<file path="src/rtl/ast_pkg.sv">
// ----------------------------------------------------------------------------
// Assembly source tokenizer package
// Token kinds, character codes, scan modes and the token record shared by
// the scanner, the output queue and the top level.
// ----------------------------------------------------------------------------
`default_nettype none

package ast_pkg;

	localparam int LINE_W   = 16;
	localparam int COLUMN_W = 16;
	localparam int OFFSET_W = 32;
	localparam int LENGTH_W = 16;

	localparam logic [3:0] K_NUMBER   = 4'd0;
	localparam logic [3:0] K_IDENT    = 4'd1;
	localparam logic [3:0] K_NEWLINE  = 4'd2;
	localparam logic [3:0] K_COMMA    = 4'd3;
	localparam logic [3:0] K_COLON    = 4'd4;
	localparam logic [3:0] K_LBRACKET = 4'd5;
	localparam logic [3:0] K_RBRACKET = 4'd6;
	localparam logic [3:0] K_PLUS     = 4'd7;
	localparam logic [3:0] K_MINUS    = 4'd8;
	localparam logic [3:0] K_UNKNOWN  = 4'd9;
	localparam logic [3:0] K_EOF      = 4'd10;

	localparam logic [7:0] CH_NUL    = 8'h00;
	localparam logic [7:0] CH_TAB    = 8'h09;
	localparam logic [7:0] CH_LF     = 8'h0A;
	localparam logic [7:0] CH_CR     = 8'h0D;
	localparam logic [7:0] CH_SPACE  = 8'h20;
	localparam logic [7:0] CH_SEMI   = 8'h3B;
	localparam logic [7:0] CH_UNDER  = 8'h5F;
	localparam logic [7:0] CH_DOT    = 8'h2E;
	localparam logic [7:0] CH_COMMA  = 8'h2C;
	localparam logic [7:0] CH_COLON  = 8'h3A;
	localparam logic [7:0] CH_LBRACK = 8'h5B;
	localparam logic [7:0] CH_RBRACK = 8'h5D;
	localparam logic [7:0] CH_PLUS   = 8'h2B;
	localparam logic [7:0] CH_MINUS  = 8'h2D;

	localparam int OUTQ_DEPTH = 4;
	localparam int OUTQ_PTR_W = 2;
	localparam int OUTQ_CNT_W = 3;

	typedef enum logic [3:0] {
		MODE_IDLE    = 4'b0001,
		MODE_NUMBER  = 4'b0010,
		MODE_IDENT   = 4'b0100,
		MODE_COMMENT = 4'b1000
	} scan_mode_t;

	typedef struct packed {
		logic [3:0]          kind;
		logic [LINE_W-1:0]   line;
		logic [COLUMN_W-1:0] column;
		logic [OFFSET_W-1:0] offset;
		logic [LENGTH_W-1:0] length;
		logic [7:0]          first;
		logic                last;
	} token_t;

	typedef struct packed {
		logic [1:0] cnt;
		token_t     tok0;
		token_t     tok1;
	} push_t;

endpackage

`default_nettype wire

</file>
<file path="src/rtl/ast_scan.sv">
// ----------------------------------------------------------------------------
// Tokenizer scan stage
// Holds the position counters and word state, classifies one byte per cycle while fire is high
// and produces up to two token records for the output queue.
// ----------------------------------------------------------------------------
`default_nettype none

module ast_scan import ast_pkg::*; #(
	parameter int LINE_BITS   = 16,
	parameter int COLUMN_BITS = 16,
	parameter int OFFSET_BITS = 32
) (
	input  wire logic       clk,
	input  wire logic       arst_n,
	input  wire logic       fire,
	input  wire logic [7:0] ch,
	input  wire logic       eoi,
	output push_t           push
);

	localparam int LX = (LINE_BITS > LINE_W) ? LINE_BITS : LINE_W;
	localparam int CX = (COLUMN_BITS > COLUMN_W) ? COLUMN_BITS : COLUMN_W;
	localparam int OX = (OFFSET_BITS > OFFSET_W) ? OFFSET_BITS : OFFSET_W;

	scan_mode_t             mode_q, mode_d;
	logic                   cr_q, cr_d;
	logic [LINE_BITS-1:0]   line_q, line_d, sline_q, sline_d;
	logic [COLUMN_BITS-1:0] col_q, col_d, scol_q, scol_d;
	logic [OFFSET_BITS-1:0] off_q, off_d, soff_q, soff_d;
	logic [LENGTH_W-1:0]    wlen_q, wlen_d;
	logic [7:0]             wfirst_q, wfirst_d;

	logic                   is_digit, is_letter, is_nl, is_end, is_blank;
	logic                   in_word, cont, absorb, skip_cmt, grow, flush, has_fresh;
	logic [OFFSET_BITS-1:0] off_inc;
	logic [COLUMN_BITS-1:0] col_inc;
	logic [LINE_BITS-1:0]   line_inc;
	logic [LX-1:0]          line_x, sline_x;
	logic [CX-1:0]          col_x, scol_x;
	logic [OX-1:0]          off_x, soff_x;
	token_t                 word_tok, fresh_tok;
	logic [3:0]             fresh_kind;

	assign is_digit  = (ch >= "0") && (ch <= "9");
	assign is_letter = ((ch >= "a") && (ch <= "z")) || ((ch >= "A") && (ch <= "Z"));
	assign is_nl     = (ch == CH_LF) || (ch == CH_CR);
	assign is_end    = eoi || (ch == CH_NUL);
	assign is_blank  = (ch == CH_SPACE) || (ch == CH_TAB);

	assign in_word  = (mode_q == MODE_NUMBER) || (mode_q == MODE_IDENT);
	assign cont     = is_digit || is_letter ||
	                  ((mode_q == MODE_IDENT) && ((ch == CH_UNDER) || (ch == CH_DOT)));
	assign absorb   = !is_end && cr_q && (ch == CH_LF);
	assign skip_cmt = !is_end && !absorb && (mode_q == MODE_COMMENT) && !is_nl;
	assign grow     = !is_end && !absorb && in_word && cont;
	assign flush    = in_word && (is_end || (!absorb && !cont));

	// a byte handled from idle makes a token unless it is blank, ';', a word start or an LF right after CR
	assign has_fresh = !absorb && !skip_cmt && !grow &&
	                   (is_end || !(is_blank || (ch == CH_SEMI) || is_digit ||
	                                is_letter || (ch == CH_UNDER)));

	assign off_inc  = off_q + OFFSET_BITS'(1);
	assign col_inc  = (col_q == '1) ? col_q : col_q + COLUMN_BITS'(1);
	assign line_inc = (line_q == '1) ? line_q : line_q + LINE_BITS'(1);

	assign line_x  = LX'(line_q);
	assign sline_x = LX'(sline_q);
	assign col_x   = CX'(col_q);
	assign scol_x  = CX'(scol_q);
	assign off_x   = OX'(off_q);
	assign soff_x  = OX'(soff_q);

	always_comb begin
		case (ch)
			CH_COMMA:  fresh_kind = K_COMMA;
			CH_COLON:  fresh_kind = K_COLON;
			CH_LBRACK: fresh_kind = K_LBRACKET;
			CH_RBRACK: fresh_kind = K_RBRACKET;
			CH_PLUS:   fresh_kind = K_PLUS;
			CH_MINUS:  fresh_kind = K_MINUS;
			CH_LF:     fresh_kind = K_NEWLINE;
			CH_CR:     fresh_kind = K_NEWLINE;
			default:   fresh_kind = K_UNKNOWN;
		endcase
		if (is_end)
			fresh_kind = K_EOF;
	end

	always_comb begin
		word_tok.kind   = (mode_q == MODE_NUMBER) ? K_NUMBER : K_IDENT;
		word_tok.line   = sline_x[LINE_W-1:0];
		word_tok.column = scol_x[COLUMN_W-1:0];
		word_tok.offset = soff_x[OFFSET_W-1:0];
		word_tok.length = wlen_q;
		word_tok.first  = wfirst_q;
		word_tok.last   = !has_fresh;

		fresh_tok.kind   = fresh_kind;
		fresh_tok.line   = line_x[LINE_W-1:0];
		fresh_tok.column = col_x[COLUMN_W-1:0];
		fresh_tok.offset = off_x[OFFSET_W-1:0];
		fresh_tok.length = is_end ? '0 : LENGTH_W'(1);
		fresh_tok.first  = is_end ? CH_NUL : (is_nl ? CH_LF : ch);
		fresh_tok.last   = 1'b1;

		push.tok0 = flush ? word_tok : fresh_tok;
		push.tok1 = fresh_tok;
		push.cnt  = fire ? (2'(flush) + 2'(has_fresh)) : 2'd0;
	end

	always_comb begin
		mode_d   = mode_q;
		cr_d     = 1'b0;
		line_d   = line_q;
		col_d    = col_q;
		off_d    = off_q;
		sline_d  = sline_q;
		scol_d   = scol_q;
		soff_d   = soff_q;
		wlen_d   = wlen_q;
		wfirst_d = wfirst_q;
		if (is_end) begin
			mode_d   = MODE_IDLE;
			line_d   = LINE_BITS'(1);
			col_d    = COLUMN_BITS'(1);
			off_d    = '0;
			sline_d  = LINE_BITS'(1);
			scol_d   = COLUMN_BITS'(1);
			soff_d   = '0;
			wlen_d   = '0;
			wfirst_d = '0;
		end else if (absorb) begin
			off_d = off_inc;
		end else if (skip_cmt) begin
			off_d = off_inc;
			col_d = col_inc;
		end else if (grow) begin
			if (wlen_q != '1)
				wlen_d = wlen_q + LENGTH_W'(1);
			off_d = off_inc;
			col_d = col_inc;
		end else begin
			mode_d = MODE_IDLE;
			if (is_nl) begin
				off_d  = off_inc;
				line_d = line_inc;
				col_d  = COLUMN_BITS'(1);
				cr_d   = (ch == CH_CR);
			end else begin
				off_d = off_inc;
				col_d = col_inc;
				if (ch == CH_SEMI) begin
					mode_d = MODE_COMMENT;
				end else if (is_digit || is_letter || (ch == CH_UNDER)) begin
					mode_d   = is_digit ? MODE_NUMBER : MODE_IDENT;
					sline_d  = line_q;
					scol_d   = col_q;
					soff_d   = off_q;
					wlen_d   = LENGTH_W'(1);
					wfirst_d = ch;
				end
			end
		end
	end

	always_ff @(posedge clk or negedge arst_n) begin
		if (!arst_n) begin
			mode_q   <= MODE_IDLE;
			cr_q     <= 1'b0;
			line_q   <= LINE_BITS'(1);
			col_q    <= COLUMN_BITS'(1);
			off_q    <= '0;
			sline_q  <= LINE_BITS'(1);
			scol_q   <= COLUMN_BITS'(1);
			soff_q   <= '0;
			wlen_q   <= '0;
			wfirst_q <= '0;
		end else if (fire) begin
			mode_q   <= mode_d;
			cr_q     <= cr_d;
			line_q   <= line_d;
			col_q    <= col_d;
			off_q    <= off_d;
			sline_q  <= sline_d;
			scol_q   <= scol_d;
			soff_q   <= soff_d;
			wlen_q   <= wlen_d;
			wfirst_q <= wfirst_d;
		end
	end

endmodule

`default_nettype wire

</file>
<file path="src/rtl/ast_outq.sv">
// ----------------------------------------------------------------------------
// Tokenizer output queue
// Small token queue: takes up to two tokens per cycle, hands out one per pop.
// ----------------------------------------------------------------------------
`default_nettype none

module ast_outq import ast_pkg::*; (
	input  wire logic  clk,
	input  wire logic  arst_n,
	input  wire push_t push,
	input  wire logic  pop,
	output token_t     head,
	output logic       head_valid,
	output logic       room
);

	token_t                 mem_q [OUTQ_DEPTH];
	logic [OUTQ_PTR_W-1:0]  wptr_q, rptr_q;
	logic [OUTQ_CNT_W-1:0]  count_q;
	logic [OUTQ_PTR_W-1:0]  wptr_nx;

	assign wptr_nx    = wptr_q + OUTQ_PTR_W'(1);
	assign head       = mem_q[rptr_q];
	assign head_valid = (count_q != '0);
	// leave space for the two tokens one byte can cause
	assign room       = (count_q <= OUTQ_CNT_W'(OUTQ_DEPTH - 2));

	always_ff @(posedge clk) begin
		if (push.cnt != 2'd0)
			mem_q[wptr_q] <= push.tok0;
		if (push.cnt == 2'd2)
			mem_q[wptr_nx] <= push.tok1;
	end

	always_ff @(posedge clk or negedge arst_n) begin
		if (!arst_n) begin
			wptr_q  <= '0;
			rptr_q  <= '0;
			count_q <= '0;
		end else begin
			wptr_q  <= wptr_q + OUTQ_PTR_W'(push.cnt);
			rptr_q  <= rptr_q + OUTQ_PTR_W'(pop);
			count_q <= count_q + OUTQ_CNT_W'(push.cnt) - OUTQ_CNT_W'(pop);
		end
	end

endmodule

`default_nettype wire

</file>
<file path="src/rtl/assembly_source_tokenizer.sv">
// ----------------------------------------------------------------------------
// Assembly source tokenizer
// Cuts a stream of source bytes into token descriptors.
// ----------------------------------------------------------------------------
// Input channel (s_axis): one source byte per transaction in s_axis_tdata;
// s_axis_tlast marks end of source. A zero byte or tlast emits any pending
// word and an end-of-file token, then the position counters restart.
// Output channel (m_axis): one token per transaction; tuser is the kind,
// tdata carries position, length and first byte, tlast flags the final
// token caused by one source byte.
// Throughput: one byte per cycle while the queue has room; each byte yields zero, one or two tokens,
// so a run of bytes that each end a word and open a token is limited by the
// single output port to one token per cycle.
// With an empty queue, a byte's first token shows on m_axis once the queue
// has stored it, as the queue head drives m_axis with no further register.
// The input register feeds the scanner, whose tokens enter a four-entry
// queue; a byte is processed only while two queue slots are free.
// Reset clears the scanner state (line 1, column 1, offset 0) and empties
// the queue. When the receiver stalls, tokens wait in the queue and the
// input side keeps going until fewer than two slots are free, then tready
// drops.
// ----------------------------------------------------------------------------
`default_nettype none

module assembly_source_tokenizer import ast_pkg::*; #(
	parameter int LINE_BITS   = 16,
	parameter int COLUMN_BITS = 16,
	parameter int OFFSET_BITS = 32
) (
	input  wire logic        clk,
	input  wire logic        arst_n,
	input  wire logic        s_axis_tvalid,
	output logic             s_axis_tready,
	input  wire logic [7:0]  s_axis_tdata,  // [7:0] ch
	input  wire logic        s_axis_tlast,  // end_of_input
	output logic             m_axis_tvalid,
	input  wire logic        m_axis_tready,
	output logic [87:0]      m_axis_tdata,  // [15:0] token_line, [31:16] token_column,
	                                        // [63:32] token_offset, [79:64] token_length,
	                                        // [87:80] first_char
	output logic [3:0]       m_axis_tuser,  // [3:0] token_kind
	output logic             m_axis_tlast   // last_of_run
);

	logic       vld_s1;
	logic [7:0] ch_s1;
	logic       eoi_s1;
	logic       fire, room, pop;
	push_t      push;
	token_t     head;

	assign fire          = vld_s1 && room;
	assign s_axis_tready = !vld_s1 || fire;
	assign pop           = m_axis_tvalid && m_axis_tready;

	always_ff @(posedge clk or negedge arst_n) begin
		if (!arst_n) begin
			vld_s1 <= 1'b0;
		end else if (s_axis_tvalid && s_axis_tready) begin
			vld_s1 <= 1'b1;
		end else if (fire) begin
			vld_s1 <= 1'b0;
		end
	end

	always_ff @(posedge clk) begin
		if (s_axis_tvalid && s_axis_tready) begin
			ch_s1  <= s_axis_tdata;
			eoi_s1 <= s_axis_tlast;
		end
	end

	ast_scan #(
		.LINE_BITS  (LINE_BITS),
		.COLUMN_BITS(COLUMN_BITS),
		.OFFSET_BITS(OFFSET_BITS)
	) u_scan (
		.clk   (clk),
		.arst_n(arst_n),
		.fire  (fire),
		.ch    (ch_s1),
		.eoi   (eoi_s1),
		.push  (push)
	);

	ast_outq u_outq (
		.clk       (clk),
		.arst_n    (arst_n),
		.push      (push),
		.pop       (pop),
		.head      (head),
		.head_valid(m_axis_tvalid),
		.room      (room)
	);

	assign m_axis_tdata = {head.first, head.length, head.offset, head.column, head.line};
	assign m_axis_tuser = head.kind;
	assign m_axis_tlast = head.last;

endmodule

`default_nettype wire
</file>
<file path="config.mk">
export PLATFORM = sky130hd
export DESIGN_NAME = assembly_source_tokenizer
export DESIGN_NICKNAME = d
export VERILOG_FILES = /design/src/rtl/ast_pkg.sv /design/src/rtl/ast_scan.sv /design/src/rtl/ast_outq.sv /design/src/rtl/assembly_source_tokenizer.sv
export SDC_FILE = /design/constraint.sdc
export NUM_CORES = 1
export LEC_CHECK = 0
export ABC_AREA = 1
export BUFFER_PORTS_ARGS = -buffer_cell sky130_fd_sc_hd__clkbuf_2
export CAP_MARGIN = 10
export CORE_ASPECT_RATIO = 0.6
export CORE_MARGIN = 5
export CORE_UTILIZATION = 30
export DETAILED_ROUTE_END_ITERATION = 12
export PLACE_DENSITY = 0.47
export SLEW_MARGIN = 20
export SYNTH_ARGS = -nofsm -noshare
export SYNTH_HDL_FRONTEND = slang
export SYNTH_SLANG_ARGS = --single-unit
</file>
<file path="constraint.sdc">
create_clock -name clk -period 12.7 [get_ports clk]
set_input_delay 0.635 -clock clk [delete_from_list [all_inputs] [get_ports clk]]
set_output_delay 0.635 -clock clk [all_outputs]
set_load 0.03 [all_outputs]
</file>
==> impl_metrics.json <==
{
  "clkTransAtPathRegs_ns": 0.07,
  "finalHoldWorstSlack_ns": 0.1190,
  "synth_xor_xnor_area_share_pct": 1.101,
  "synth_top_cells_by_count": "nand2_1 (1196), nand3_1 (360), edfxtp_1 (317)",
  "die_area_um2": 102000,
  "class_of_the_tightest_hold_or_removal_check": "input port to asynchronous set/reset pin",
  "nets": 3572,
  "clk_latency_ns": 0.64,
  "gp_congestion": 0.8437,
  "grt_pass1_vias": 22640,
  "drc_errors": 0,
  "layout-drive-gt1-share_pct": 7.538,
  "buffer_ports.inserted": 107,
  "ys.flop_type": "edfxtp_1",
  "num-fill-cells": 9915,
  "synth_area_leader_cell": "edfxtp_1",
  "die_h_um": 249.4,
  "yosys_warnings": 0,
  "maximum_number_of_pins_on_one_net_before_global_route_repair": 147,
  "ant_nets": 0,
  "cts_repair_resize_count": 0,
  "totalNegativeSetupSlack_ns": 0,
  "synth.area.top_cells": "edfxtp_1 (33%), nand2_1 (16%), dfrtp_1 (14%)",
  "ctsHoldBuffers": 0,
  "area.sequential_um2": 14940,
  "final.period_utilization_pct": 50.97,
  "initial_core_util_pct": 30.36,
  "worst_ep_required_time_ns": 12.93,
  "gr-total-overflow": 0,
  "most_used_standard_cell_by_instance_count_after_synthesis": "nand2_1",
  "setup.worst_path.end_class": "flop",
  "synth_enable_flop_cells": 317,
  "synth_top_family_by_area": "simple AND/OR/NAND/NOR gates",
  "routedWlPerCell_um": 20.42,
  "synthDistinctLibCells": 49,
  "synth_fp_nets": 3639,
  "globalRouteTotalUtil_pct": 18.80,
  "clock_tree_from_tritoncts": "built",
  "maxSlewHeadroom_pct": 21.67,
  "cellPowerDensity_nw_per_um2": 208.0,
  "grt_pass1_wl_um": 149700,
  "startpoint_type": "flop",
  "synth_seq_area_share_pct": 52.13,
  "synth-seq-cells": 546,
  "finClkSkew_ns": 0.04262,
  "firstDrtPassIters": 6,
  "syn_area_um2": 28650,
  "core.rowCount": 87,
  "dr.first_iter.drc_count": 2634,
  "cts_post_setup_buffers_inserted": 0,
  "synth_adder_area_share_pct": 0.5066,
  "cts_sinks": 546,
  "cts_inserted_buffers": 55,
  "leakagePower_uw": 0.01327,
  "clockRootBuffer": "clkbuf_16",
  "synthCells": 3615,
  "via_count": 24460,
  "design.portCount": 108,
  "maxCapViolCount": 0,
  "worstMarginPinSlew_ns": 1.175,
  "vdd_ir_drop_max_v": 0.0001491,
  "hold_violations": 0,
  "areaGrowthSynthToFinish_pct": 10.41,
  "fmax_ghz": 0.1545,
  "final-max-slew-violation-count": 0,
  "die_w_um": 409.0,
  "final_number_of_setup_violating_endpoints": 0,
  "synth_top_area_share_pct": 33.23,
  "critical_path_class": "flop to flop",
  "vias_per_cell": 5.053,
  "synth_simple_gate_area_share_pct": 30.21,
  "synthesis.area_per_instance_um2": 7.925,
  "clock_tree.htree_level_count": 2,
  "detail_route.wirelength_um": 98870,
  "synth_compound_area_share_pct": 8.704,
  "multi_input_area_um2": 11650,
  "async_reset_ff_share_pct": 30.22,
  "diode_insertion_count_for_antenna_repair": 0,
  "antenna_found_initial": 1,
  "core_area_um2": 94380,
  "ctsLongestPathBuffers": 3,
  "multiplexer_share_of_the_synthesized_area_pct": 0,
  "post-route-min-period_ns": 6.474,
  "outcome": "finished, final reports clean",
  "detailedPlacementHpwl_um": 58660,
  "timing.critical_path.arrival_ns": 6.70,
  "grt_setup_unrepaired": "no",
  "crit_path_max_fanout": 57
}
-- flip-flops by register name, summed over array words and instances, names as in the netlist, 4 cells and up --
name             count
u_scan.off_q        32
u_scan.sline_q      16
u_scan.soff_q       32
ch_s1                8
u_scan.line_q       16
u_scan.wfirst_q      8
u_scan.wlen_q       16
u_scan.col_q        16
u_outq.mem_q       372
u_scan.scol_q       16
u_scan.mode_q        4
-- placed cells by master, fill, tap and decap left out, drive strengths merged, types with 18 or more instances in the layout --
cell type and count:
clkbuf 189, dfrtp 160, nand3 363, buf 29, xor2 35, o22ai 98, clkinv 18, nor2 327
nand2 1205, edfxtp 317, nand4 96, nor3 45, inv 236, a21oi 24, dfxtp 64, o21ai 331
-- worst max-delay path: stages (launching register included) --
cell	delay, ns
edfxtp_1	0.52
nor2_4	0.09
nand2_2	0.12
nor2_4	0.07
nor2_8	0.54
buf_4	0.77
o21ai_0	0.17
and3_1	0.21
ha_1	0.32
inv_1	0.11
nor2_2	0.07
nor2_1	0.38
inv_1	0.11
nand2_1	0.09
clkinv_2	0.49
nor2_2	0.98
inv_4	0.41
buf_4	0.51
-- path summary, 6_finish.rpt --
path | from | end | slack [ns] | cells past startpoint
min in group clk | s_axis_tdata[1] | ch_s1[1] | 0.19 | 1
worst max register to register | ch_s1[1] | u_outq.mem_q[0][29] | 6.23 | 17
worst max-delay path | ch_s1[1] | u_outq.mem_q[0][29] | 6.23 | 17
worst min-delay path | arst_n | u_scan.soff_q[19] | 0.12 | 1
worst min register to register | u_outq.mem_q[1][18] | u_outq.mem_q[1][18] | 0.45 | 2
max in group asynchronous | arst_n | u_scan.line_q[11] | 10.98 | 2
-- per-layer routing --
metal | part of all wire (%) | wire (um) | track usage [%] | up-vias
met5 | 0.013 | 13 | 0 | -
met4 | 1.7 | 1691 | 3.547 | 2
met3 | 7.1 | 6978 | 3.404 | 99
met2 | 40 | 39800 | 26.70 | 838
met1 | 51 | 50390 | 29.63 | 11640
li1 | - | - | - | 11880
-- power breakdown --
group	internal, uW	switching, uW	total, uW
clock network	949	738	1690
logic	526	2010	2540
registers	2180	178	2360
-- stage by stage --
stage | power [uW] | worst slack [ns] | area (um^2) | std cells | utilization [%]
after global placement | 4958 | 6.417 | 29840 | 4737 | 31.62
final | 6580 | 6.226 | 31630 | 4841 | 33.52
after floorplan | 4000 | 8.066 | 28650 | 3615 | -
after CTS | 6652 | 6.189 | 31630 | 4841 | 33.52
after global routing | 6943 | 5.791 | 31630 | 4841 | 33.52
after detailed placement | 4954 | 6.210 | 29840 | 4737 | 31.62
-- kinds of logic after synthesis --
logic type	Yosys count
fa+ha+maj	11
xor+xnor	36
buf+inv	499
simple gates	2057
compound gates	466
flops	546
-- area by class of cell --
cell class / instances / share of cell area (%)
tap: 1246 / 4.929
timing repair buffer: 136 / 2.448
sequential: 546 / 47.24
inverter: 239 / 2.895
clock buffer: 82 / 4.802
clock inverter: 22 / 0.8465
multi-input combinational: 2570 / 36.84
Note: power is estimated with default switching activity, not from simulation.
